### config.mk
export PLATFORM = sky130hd
export DESIGN_NAME = roulette_wheel_selector_core
export DESIGN_NICKNAME = d
export VERILOG_FILES = /design/src/rtl/rws_pkg.sv /design/src/rtl/rws_mem.sv /design/src/rtl/rws_unit.sv /design/src/rtl/rws_seq.sv /design/src/rtl/roulette_wheel_selector_core.sv
export SDC_FILE = /design/constraint.sdc
export NUM_CORES = 2
export LEC_CHECK = 0
export BUFFER_PORTS_ARGS = -buffer_cell sky130_fd_sc_hd__buf_2
export CAP_MARGIN = 15
export CORE_MARGIN = 1
export CORE_UTILIZATION = 45
export CTS_CLUSTER_DIAMETER = 30
export DETAILED_ROUTE_END_ITERATION = 8
export GPL_TIMING_DRIVEN = 0
export PLACE_DENSITY = 0.66
export SLEW_MARGIN = 5
export SYNTH_ARGS = -nofsm -noshare
export SYNTH_HDL_FRONTEND = slang
export SYNTH_HIERARCHICAL = 1
export SYNTH_SLANG_ARGS = --single-unit
### constraint.sdc
create_clock -name clk -period 5.85 [get_ports clk]
set_input_delay 0 -clock clk [delete_from_list [all_inputs] [get_ports clk]]
set_output_delay 0 -clock clk [all_outputs]
set_load 0.03 [all_outputs]
### src/rtl/rws_pkg.sv
// Shared types and constants for the roulette-wheel member selector.
// Used by every module of the block except rws_mem; depends on nothing.
package rws_pkg;

	// Default sizing of the population table
	localparam int MEMBERS_DEF      = 64;
	localparam int FITNESS_BITS_DEF = 16;

	// Fixed field widths of the ports
	localparam int IDX_BITS    = 6;
	localparam int CNT_BITS    = 7;
	localparam int FIT_IN_BITS = 16;
	localparam int FRAC_BITS   = 16;
	localparam int MASK_BITS   = 64;
	localparam int STATUS_BITS = 2;

	// Member count after reset
	localparam logic [CNT_BITS-1:0] COUNT_RESET = 7'd64;

	// Command codes
	localparam logic CMD_WRITE  = 1'b0;
	localparam logic CMD_SELECT = 1'b1;

	// Status codes of a result word
	localparam logic [STATUS_BITS-1:0] STAT_PICKED    = 2'd0;
	localparam logic [STATUS_BITS-1:0] STAT_WRITTEN   = 2'd1;
	localparam logic [STATUS_BITS-1:0] STAT_RANGE_ERR = 2'd2;

	// Sequencer states
	typedef enum logic [2:0] {
		S_IDLE,
		S_SUM,
		S_TOTAL,
		S_MUL,
		S_SCALE,
		S_WALK,
		S_DONE
	} state_t;

	// Operations of the shared adder unit
	typedef enum logic [2:0] {
		OP_HOLD,
		OP_CLEAR,
		OP_ACC,
		OP_MAC,
		OP_SAVE_TOTAL,
		OP_SAVE_SCALED
	} unit_op_t;

	// Control from the sequencer to the adder unit
	typedef struct packed {
		unit_op_t op;
		logic     frac_bit;
		logic     add_en;
	} unit_ctrl_t;

	// Finished result handed from the sequencer to the output register
	typedef struct packed {
		logic                   valid;
		logic [IDX_BITS-1:0]    pick;
		logic [STATUS_BITS-1:0] status;
	} res_t;

endpackage

### src/rtl/rws_mem.sv
// Fitness table: one write port, one read port with registered read data.
// Depends on nothing; contents are undefined until written.
module rws_mem #(
	parameter int DEPTH = 64,
	parameter int WIDTH = 16,
	parameter int ADDR_BITS = 6
) (
	input  logic                 clk,
	input  logic                 we,
	input  logic [ADDR_BITS-1:0] waddr,
	input  logic [WIDTH-1:0]     wdata,
	input  logic                 re,
	input  logic [ADDR_BITS-1:0] raddr,
	output logic [WIDTH-1:0]     rdata
);

	logic [WIDTH-1:0] mem_q [DEPTH];
	logic [WIDTH-1:0] rd_data_q;

	// Store one entry
	always_ff @(posedge clk) begin
		if (we) begin
			mem_q[waddr] <= wdata;
		end
	end

	// Read one entry, data valid next cycle
	always_ff @(posedge clk) begin
		if (re) begin
			rd_data_q <= mem_q[raddr];
		end
	end

	assign rdata = rd_data_q;

endmodule

### src/rtl/rws_unit.sv
// Shared adder unit: accumulates fitness sums, runs the shift-add multiply
// of fraction by total, and compares the running sum. Uses rws_pkg.
module rws_unit #(
	parameter int FITNESS_BITS = 16,
	parameter int SUM_BITS = 22
) (
	input  logic                     clk,
	input  rws_pkg::unit_ctrl_t      ctrl,
	input  logic [FITNESS_BITS-1:0]  entry,
	output logic                     hit
);
	import rws_pkg::*;

	localparam int PROD_BITS = SUM_BITS + FRAC_BITS;

	logic [PROD_BITS-1:0] acc_q;
	logic [SUM_BITS-1:0]  total_q;
	logic [SUM_BITS-1:0]  scaled_q;
	logic [PROD_BITS-1:0] op_a;
	logic [PROD_BITS-1:0] op_b;
	logic [PROD_BITS-1:0] sum;

	// Select adder operands: plain accumulate or one multiply step
	always_comb begin
		if (ctrl.op == OP_MAC) begin
			op_a = {acc_q[PROD_BITS-2:0], 1'b0};
			op_b = ctrl.frac_bit ? PROD_BITS'(total_q) : '0;
		end else begin
			op_a = acc_q;
			op_b = ctrl.add_en ? PROD_BITS'(entry) : '0;
		end
		sum = op_a + op_b;
		hit = (ctrl.op == OP_ACC) && ctrl.add_en && (scaled_q <= sum[SUM_BITS-1:0]);
	end

	// Update accumulator, total and scaled target
	always_ff @(posedge clk) begin
		case (ctrl.op)
			OP_CLEAR: begin
				acc_q <= '0;
			end
			OP_ACC, OP_MAC: begin
				acc_q <= sum;
			end
			OP_SAVE_TOTAL: begin
				total_q <= acc_q[SUM_BITS-1:0];
				acc_q   <= '0;
			end
			OP_SAVE_SCALED: begin
				scaled_q <= acc_q[PROD_BITS-1:FRAC_BITS];
				acc_q    <= '0;
			end
			default: begin
			end
		endcase
	end

endmodule

### src/rtl/rws_seq.sv
// Sequencer: takes input words, writes the fitness table, and steps a select
// through sum, multiply and walk passes. Uses rws_pkg, drives rws_unit/rws_mem.
module rws_seq #(
	parameter int MEMBERS = 64,
	parameter int FITNESS_BITS = 16,
	parameter int ADDR_BITS = 6
) (
	input  logic                                clk,
	input  logic                                arst_n,
	input  logic [rws_pkg::CNT_BITS-1:0]        member_count,
	input  logic                                in_valid,
	output logic                                in_ready,
	input  logic                                command,
	input  logic [rws_pkg::IDX_BITS-1:0]        member_index,
	input  logic [rws_pkg::FIT_IN_BITS-1:0]     fitness_value,
	input  logic [rws_pkg::FRAC_BITS-1:0]       random_fraction,
	input  logic [rws_pkg::MASK_BITS-1:0]       drop_mask,
	output logic                                mem_we,
	output logic [ADDR_BITS-1:0]                mem_waddr,
	output logic [FITNESS_BITS-1:0]             mem_wdata,
	output logic                                mem_re,
	output logic [ADDR_BITS-1:0]                mem_raddr,
	output rws_pkg::unit_ctrl_t                 ctrl,
	input  logic                                hit,
	output rws_pkg::res_t                       res,
	input  logic                                res_ready
);
	import rws_pkg::*;

	localparam int BIT_CNT_BITS = $clog2(FRAC_BITS);
	localparam logic [BIT_CNT_BITS-1:0] BIT_LAST = BIT_CNT_BITS'(FRAC_BITS - 1);
	localparam logic [CNT_BITS-1:0] MEMBERS_CNT = CNT_BITS'(MEMBERS);

	state_t                  state_q;
	state_t                  state_next;
	logic [CNT_BITS-1:0]     count_q;
	logic [CNT_BITS-1:0]     iss_q;
	logic [BIT_CNT_BITS-1:0] bit_q;
	logic [FRAC_BITS-1:0]    frac_q;
	logic [MASK_BITS-1:0]    mask_q;
	logic                    rd_v_s1;
	logic [IDX_BITS-1:0]     rd_idx_s1;
	logic [IDX_BITS-1:0]     pick_q;
	logic [STATUS_BITS-1:0]  stat_q;
	logic [CNT_BITS-1:0]     used;
	logic                    range_err;
	logic                    idx_ok;
	logic                    issue;
	logic                    fresh;
	logic                    accept;

	// Clamp the configured member count and check drop bits beyond it
	always_comb begin
		if (member_count == '0) begin
			used = CNT_BITS'(1);
		end else if (member_count > MEMBERS_CNT) begin
			used = MEMBERS_CNT;
		end else begin
			used = member_count;
		end
		range_err = |(drop_mask & ({MASK_BITS{1'b1}} << used));
		idx_ok    = {1'b0, member_index} < MEMBERS_CNT;
	end

	assign accept    = in_valid && in_ready;
	assign issue     = iss_q < count_q;
	assign fresh     = rd_v_s1 && !mask_q[rd_idx_s1];
	assign mem_we    = accept && (command == CMD_WRITE) && idx_ok;
	assign mem_waddr = member_index[ADDR_BITS-1:0];
	assign mem_wdata = FITNESS_BITS'(fitness_value);
	assign mem_raddr = iss_q[ADDR_BITS-1:0];

	// Hold the state
	always_ff @(posedge clk or negedge arst_n) begin
		if (!arst_n) begin
			state_q <= S_IDLE;
		end else begin
			state_q <= state_next;
		end
	end

	// Next state and per-state controls
	always_comb begin
		state_next    = state_q;
		in_ready      = 1'b0;
		mem_re        = 1'b0;
		ctrl.op       = OP_HOLD;
		ctrl.frac_bit = frac_q[FRAC_BITS-1];
		ctrl.add_en   = 1'b0;
		res.valid     = 1'b0;
		res.pick      = pick_q;
		res.status    = stat_q;
		unique case (state_q)
			S_IDLE: begin
				in_ready = 1'b1;
				ctrl.op  = OP_CLEAR;
				if (in_valid) begin
					if (command == CMD_WRITE || range_err || used == CNT_BITS'(1)) begin
						state_next = S_DONE;
					end else begin
						state_next = S_SUM;
					end
				end
			end
			S_SUM: begin
				mem_re      = issue;
				ctrl.op     = OP_ACC;
				ctrl.add_en = fresh;
				if (!issue && !rd_v_s1) begin
					state_next = S_TOTAL;
				end
			end
			S_TOTAL: begin
				ctrl.op    = OP_SAVE_TOTAL;
				state_next = S_MUL;
			end
			S_MUL: begin
				ctrl.op = OP_MAC;
				if (bit_q == BIT_LAST) begin
					state_next = S_SCALE;
				end
			end
			S_SCALE: begin
				ctrl.op    = OP_SAVE_SCALED;
				state_next = S_WALK;
			end
			S_WALK: begin
				mem_re      = issue;
				ctrl.op     = OP_ACC;
				ctrl.add_en = fresh;
				if (hit || (!issue && !rd_v_s1)) begin
					state_next = S_DONE;
				end
			end
			S_DONE: begin
				res.valid = 1'b1;
				if (res_ready) begin
					state_next = S_IDLE;
				end
			end
			default: begin
				state_next = S_IDLE;
			end
		endcase
	end

	// Advance counters and the read pipeline
	always_ff @(posedge clk or negedge arst_n) begin
		if (!arst_n) begin
			count_q <= '0;
			iss_q   <= '0;
			bit_q   <= '0;
			rd_v_s1 <= 1'b0;
		end else begin
			rd_v_s1 <= mem_re;
			if (accept) begin
				count_q <= used;
				iss_q   <= '0;
				bit_q   <= '0;
			end else if (mem_re) begin
				iss_q <= iss_q + CNT_BITS'(1);
			end else if (state_q == S_SCALE) begin
				iss_q <= '0;
			end
			if (state_q == S_MUL) begin
				bit_q <= bit_q + BIT_CNT_BITS'(1);
			end
		end
	end

	// Capture the item and the result fields
	always_ff @(posedge clk) begin
		rd_idx_s1 <= iss_q[IDX_BITS-1:0];
		if (accept) begin
			frac_q <= random_fraction;
			mask_q <= drop_mask;
			pick_q <= '0;
			if (command == CMD_WRITE) begin
				stat_q <= STAT_WRITTEN;
			end else if (range_err) begin
				stat_q <= STAT_RANGE_ERR;
			end else begin
				stat_q <= STAT_PICKED;
			end
		end else if (state_q == S_MUL) begin
			frac_q <= {frac_q[FRAC_BITS-2:0], 1'b0};
		end else if (state_q == S_WALK && hit) begin
			pick_q <= rd_idx_s1;
		end
	end

endmodule

### src/rtl/roulette_wheel_selector_core.sv
// Roulette-wheel selector: takes a new word only once the result of the last
// one has been handed to the output register. A write word, a range error or a
// single member in use goes straight to the result; any other select makes two
// passes over the single table read port plus a 16-step shift-add multiply; a
// stalled output holds the block.
// Reset idles the sequencer and sets member_count to 64; the table is not cleared.
module roulette_wheel_selector_core #(
	parameter int MEMBERS = rws_pkg::MEMBERS_DEF,
	parameter int FITNESS_BITS = rws_pkg::FITNESS_BITS_DEF
) (
	input  logic                               clk,
	input  logic                               arst_n,
	input  logic                               cfg_valid,
	output logic                               cfg_ready,
	input  logic [rws_pkg::CNT_BITS-1:0]       cfg_data,
	input  logic                               in_valid,
	output logic                               in_ready,
	input  logic                               command,
	input  logic [rws_pkg::IDX_BITS-1:0]       member_index,
	input  logic [rws_pkg::FIT_IN_BITS-1:0]    fitness_value,
	input  logic [rws_pkg::FRAC_BITS-1:0]      random_fraction,
	input  logic [rws_pkg::MASK_BITS-1:0]      drop_mask,
	output logic                               out_valid,
	input  logic                               out_ready,
	output logic [rws_pkg::IDX_BITS-1:0]       picked_index,
	output logic [rws_pkg::STATUS_BITS-1:0]    status
);
	import rws_pkg::*;

	localparam int ADDR_BITS = $clog2(MEMBERS);
	localparam int SUM_BITS  = FITNESS_BITS + ADDR_BITS;

	logic [CNT_BITS-1:0]     member_count_q;
	logic                    out_valid_q;
	logic [IDX_BITS-1:0]     picked_q;
	logic [STATUS_BITS-1:0]  status_q;
	logic                    mem_we;
	logic [ADDR_BITS-1:0]    mem_waddr;
	logic [FITNESS_BITS-1:0] mem_wdata;
	logic                    mem_re;
	logic [ADDR_BITS-1:0]    mem_raddr;
	logic [FITNESS_BITS-1:0] mem_rdata;
	unit_ctrl_t              ctrl;
	logic                    hit;
	res_t                    res;
	logic                    res_ready;

	// Member count register, writable at any time
	assign cfg_ready = 1'b1;

	always_ff @(posedge clk or negedge arst_n) begin
		if (!arst_n) begin
			member_count_q <= COUNT_RESET;
		end else if (cfg_valid && cfg_ready) begin
			member_count_q <= cfg_data;
		end
	end

	rws_seq #(
		.MEMBERS(MEMBERS),
		.FITNESS_BITS(FITNESS_BITS),
		.ADDR_BITS(ADDR_BITS)
	) u_seq (
		.clk(clk),
		.arst_n(arst_n),
		.member_count(member_count_q),
		.in_valid(in_valid),
		.in_ready(in_ready),
		.command(command),
		.member_index(member_index),
		.fitness_value(fitness_value),
		.random_fraction(random_fraction),
		.drop_mask(drop_mask),
		.mem_we(mem_we),
		.mem_waddr(mem_waddr),
		.mem_wdata(mem_wdata),
		.mem_re(mem_re),
		.mem_raddr(mem_raddr),
		.ctrl(ctrl),
		.hit(hit),
		.res(res),
		.res_ready(res_ready)
	);

	rws_mem #(
		.DEPTH(MEMBERS),
		.WIDTH(FITNESS_BITS),
		.ADDR_BITS(ADDR_BITS)
	) u_mem (
		.clk(clk),
		.we(mem_we),
		.waddr(mem_waddr),
		.wdata(mem_wdata),
		.re(mem_re),
		.raddr(mem_raddr),
		.rdata(mem_rdata)
	);

	rws_unit #(
		.FITNESS_BITS(FITNESS_BITS),
		.SUM_BITS(SUM_BITS)
	) u_unit (
		.clk(clk),
		.ctrl(ctrl),
		.entry(mem_rdata),
		.hit(hit)
	);

	// Output register: load a finished word when empty or being drained
	assign res_ready = !out_valid_q || out_ready;

	always_ff @(posedge clk or negedge arst_n) begin
		if (!arst_n) begin
			out_valid_q <= 1'b0;
		end else if (res_ready) begin
			out_valid_q <= res.valid;
		end
	end

	always_ff @(posedge clk) begin
		if (res_ready && res.valid) begin
			picked_q <= res.pick;
			status_q <= res.status;
		end
	end

	assign out_valid    = out_valid_q;
	assign picked_index = picked_q;
	assign status       = status_q;

endmodule

==> impl_metrics.yaml <==
status:
  status: "finished with violations"
  violations: "DRC, setup timing"
synthesis:
  syn_area_per_cell_um2: 17.72
  ys_seq_elements: 1254
  syn_area_um2: 52180
  ys_types: 84
  synthArstFlopShare_pct: 2.392
  syn_inst: 2945
  syn_nets: 3113
  synth_ff_type: "edfxtp_1"
  synth_edf_count: 1212
  yosys_warnings: 6
  synth_seq_area_share_pct: 71.65
timing:
  finalHoldViolCount: 0
  slew_headroom_pct: 27.75
  clock_skew_ps: 66.30
  setup_violations: 8
  max_freq_ghz: 0.1552
  min_period_ps: 6445
  worst_slew_pin_slew_ps: 1084
  period_share_pct: 110.2
  slew_viol_final: 0
  setup_ws_ps: -594.8
  rsz0062_at_grt: "yes"
die:
  start_util_pct: 45.51
  io-pin-count: 126
  rows: 124
  fp.dieH_um: 342.5
  core_area_um2: 114700
  dieArea_um2: 117300
  die_x_um: 342.5
layout:
  layout_common_cells: "edfxtp_1 (1,212), nand2_1 (248), mux4_2 (239), clkbuf_16 (203), dlygate4sd3_1 (201)"
  final_common_cell: "edfxtp_1"
  nets: 3713
  multiInputGateArea_um2: 14320
  fillers: 8204
  instances_no_fill: 5236
  regArea_um2: 37390
  fin_util_pct: 57.59
  area_growth_pct: 26.55
  design_area_um2: 66030
  drive_above_1_share_pct: 30.15
place:
  dp.cells: 4623
  placed_area_um2: 55900
  place_congestion: 0.9239
  hpwl_um: 87970
  port-buffer-count: 101
clock_tree:
  clk_pin_slew_worst_paths_ps: 50
  numCtsBuffers: 202
  cts_tree: "done"
  clk_latency_ps: 800
  clockBufferDepth: 3
  root_buffer: "clkbuf_16"
  clock_sinks: 1254
  htreeDepth: 4
grt:
  grt_pass1_wl_um: 202500
  globalRouteOverflowTotal: 0
  grt_pass1_vias: 30828
  grt_max_degree: 65
  grt_use_total_pct: 23.70
  antenna_found_initial: 2
drt:
  wl_per_cell_um: 26.64
  vias: 30721
  drtIter0Drc: 3589
  drc: 28
  detail-route-antenna-nets: 0
  dr.pass1.iters: 8
  via_per_inst: 5.867
  wl_um: 139500
pwr:
  cellPowerDensity_nw_per_um2: 343.4
  ir_drop_mv: 0.3376
  p_leak_nw: 22.45
worst_setup_path:
  critPathSlowestCell: "mux4_2"
  slowest_delay_ps: 550
  worstPathMaxFanout: 8
  cp_data_arrival_time_ps: 7170
  endpoint_kind: "flip-flop"
  cp.required_ps: 6580
  reg2reg_depth: 29
  worstSetupPathType: "reg2reg"
  crit_path_start_kind: "flip-flop"
job:
  max-cap-violations: 0
min_path:
  hold_path.class: "in2reg"
  holdPathStages: 2
-- critical path, delay by kind of cell (launching register included) --
family,cells,cell delay (ps)
multiplexers,3,1600
AND/OR/NAND/NOR,4,510
adder cells (fa/ha/maj),2,500
AO/OA/AOI/OAI,15,2530
XOR/XNOR,1,240
flip-flops,1,320
buffers and inverters,4,650
-- sequential cells by signal, indices dropped and copies added, names as in the netlist, 16 cells and up --
name and count:
u_mem/mem_q 1024, u_unit/acc_q 38, u_seq/frac_q 16, u_unit/total_q 22
u_mem/rdata 16, u_seq/mask_q 64, u_unit/scaled_q 22
-- layout make-up --
cell class / instances / area share, %
tap: 1512 / 2.865
multi-input combinational: 1480 / 21.69
inverter: 27 / 0.1535
buffer: 178 / 1.823
timing repair buffer: 402 / 5.898
clock buffer: 217 / 7.755
antenna: 2 / 0.007579
sequential: 1254 / 56.63
clock inverter: 164 / 3.187
-- per-layer routing --
| metal | vias up | wire length (µm) | GRT usage [%] |
|---|---|---|---|
| met4 | 0 | 5054 | 9.328 |
| met5 | - | 0 | 0 |
| met3 | 302 | 11160 | 4.643 |
| met1 | 15791 | 54830 | 31.12 |
| li1 | 13109 | - | - |
| met2 | 1519 | 68420 | 39.01 |
-- kinds of logic after synthesis --
logic type / after synthesis / synth area share [%]
AND/OR/NAND/NOR: 636 / 5.675
adder cells (fa/ha/maj): 56 / 1.343
other: 1 / 0.007186
AO/OA/AOI/OAI: 380 / 5.064
XOR/XNOR: 32 / 0.5371
flip-flops: 1254 / 71.65
multiplexers: 375 / 13.26
buffers and inverters: 211 / 2.470
-- timing repair --
action                                 4_1_cts  5_1_grt
buffers inserted                            17       17
gates resized for setup                     55       80
hold buffers                               202        0
gates cloned                                 1        0
setup endpoints to repair                   10        8
endpoints found under the hold margin     1233        0
pin swaps                                   35       46
-- synthesized netlist by cell type, types with 29 or more instances --
library cell	n	area [µm²]
nand2_1	253	949.7
buf_2	44	220.2
mux4_2	237	5338
nor2b_1	40	250.2
ha_1	52	650.6
a22oi_1	41	307.8
clkbuf_1	61	229.0
o21ai_0	58	290.3
dfrtp_1	29	725.7
mux2i_1	96	960.9
a21oi_1	80	400.4
buf_4	43	322.8
nand3_1	52	260.3
edfxtp_1	1212	36390
nor2_1	146	548.0
-- metrics by stage --
stage	hold slack (ps)	total power, W	TNS (ps)	setup WS, ps
global placement	121.2	0.01034	-13380	-1695
finish	16.71	0.02267	-4208	-594.8
floorplan	-295.6	0.01018	0	9.154
detailed placement	114.6	0.01036	-12190	-1619
global route	0.5228	0.02326	-5393	-788.1
CTS	1.018	0.02280	-4480	-678.6
-- power breakdown --
group / switching [W] / internal (W) / total [W]
registers: 0.00000912 / 0.00984 / 0.00985
clock network: 0.00450 / 0.00787 / 0.0124
logic: 0.000279 / 0.000171 / 0.000450
-- final timing paths --
kind                                endpoint               start  slack [ps]
setup / recovery            u_seq/state_q[0]  u_seq/rd_idx_s1[0]        -590
hold / removal              u_seq/mask_q[26]       drop_mask[26]          20
setup reg to reg            u_seq/state_q[0]  u_seq/rd_idx_s1[0]        -590
hold reg to reg                    status[0]     u_seq/stat_q[0]         430
max in group asynchronous  member_count_q[5]              arst_n        5260
min in group asynchronous     u_seq/bit_q[2]              arst_n         380
No activity file was read; power rests on OpenSTA's default activity.
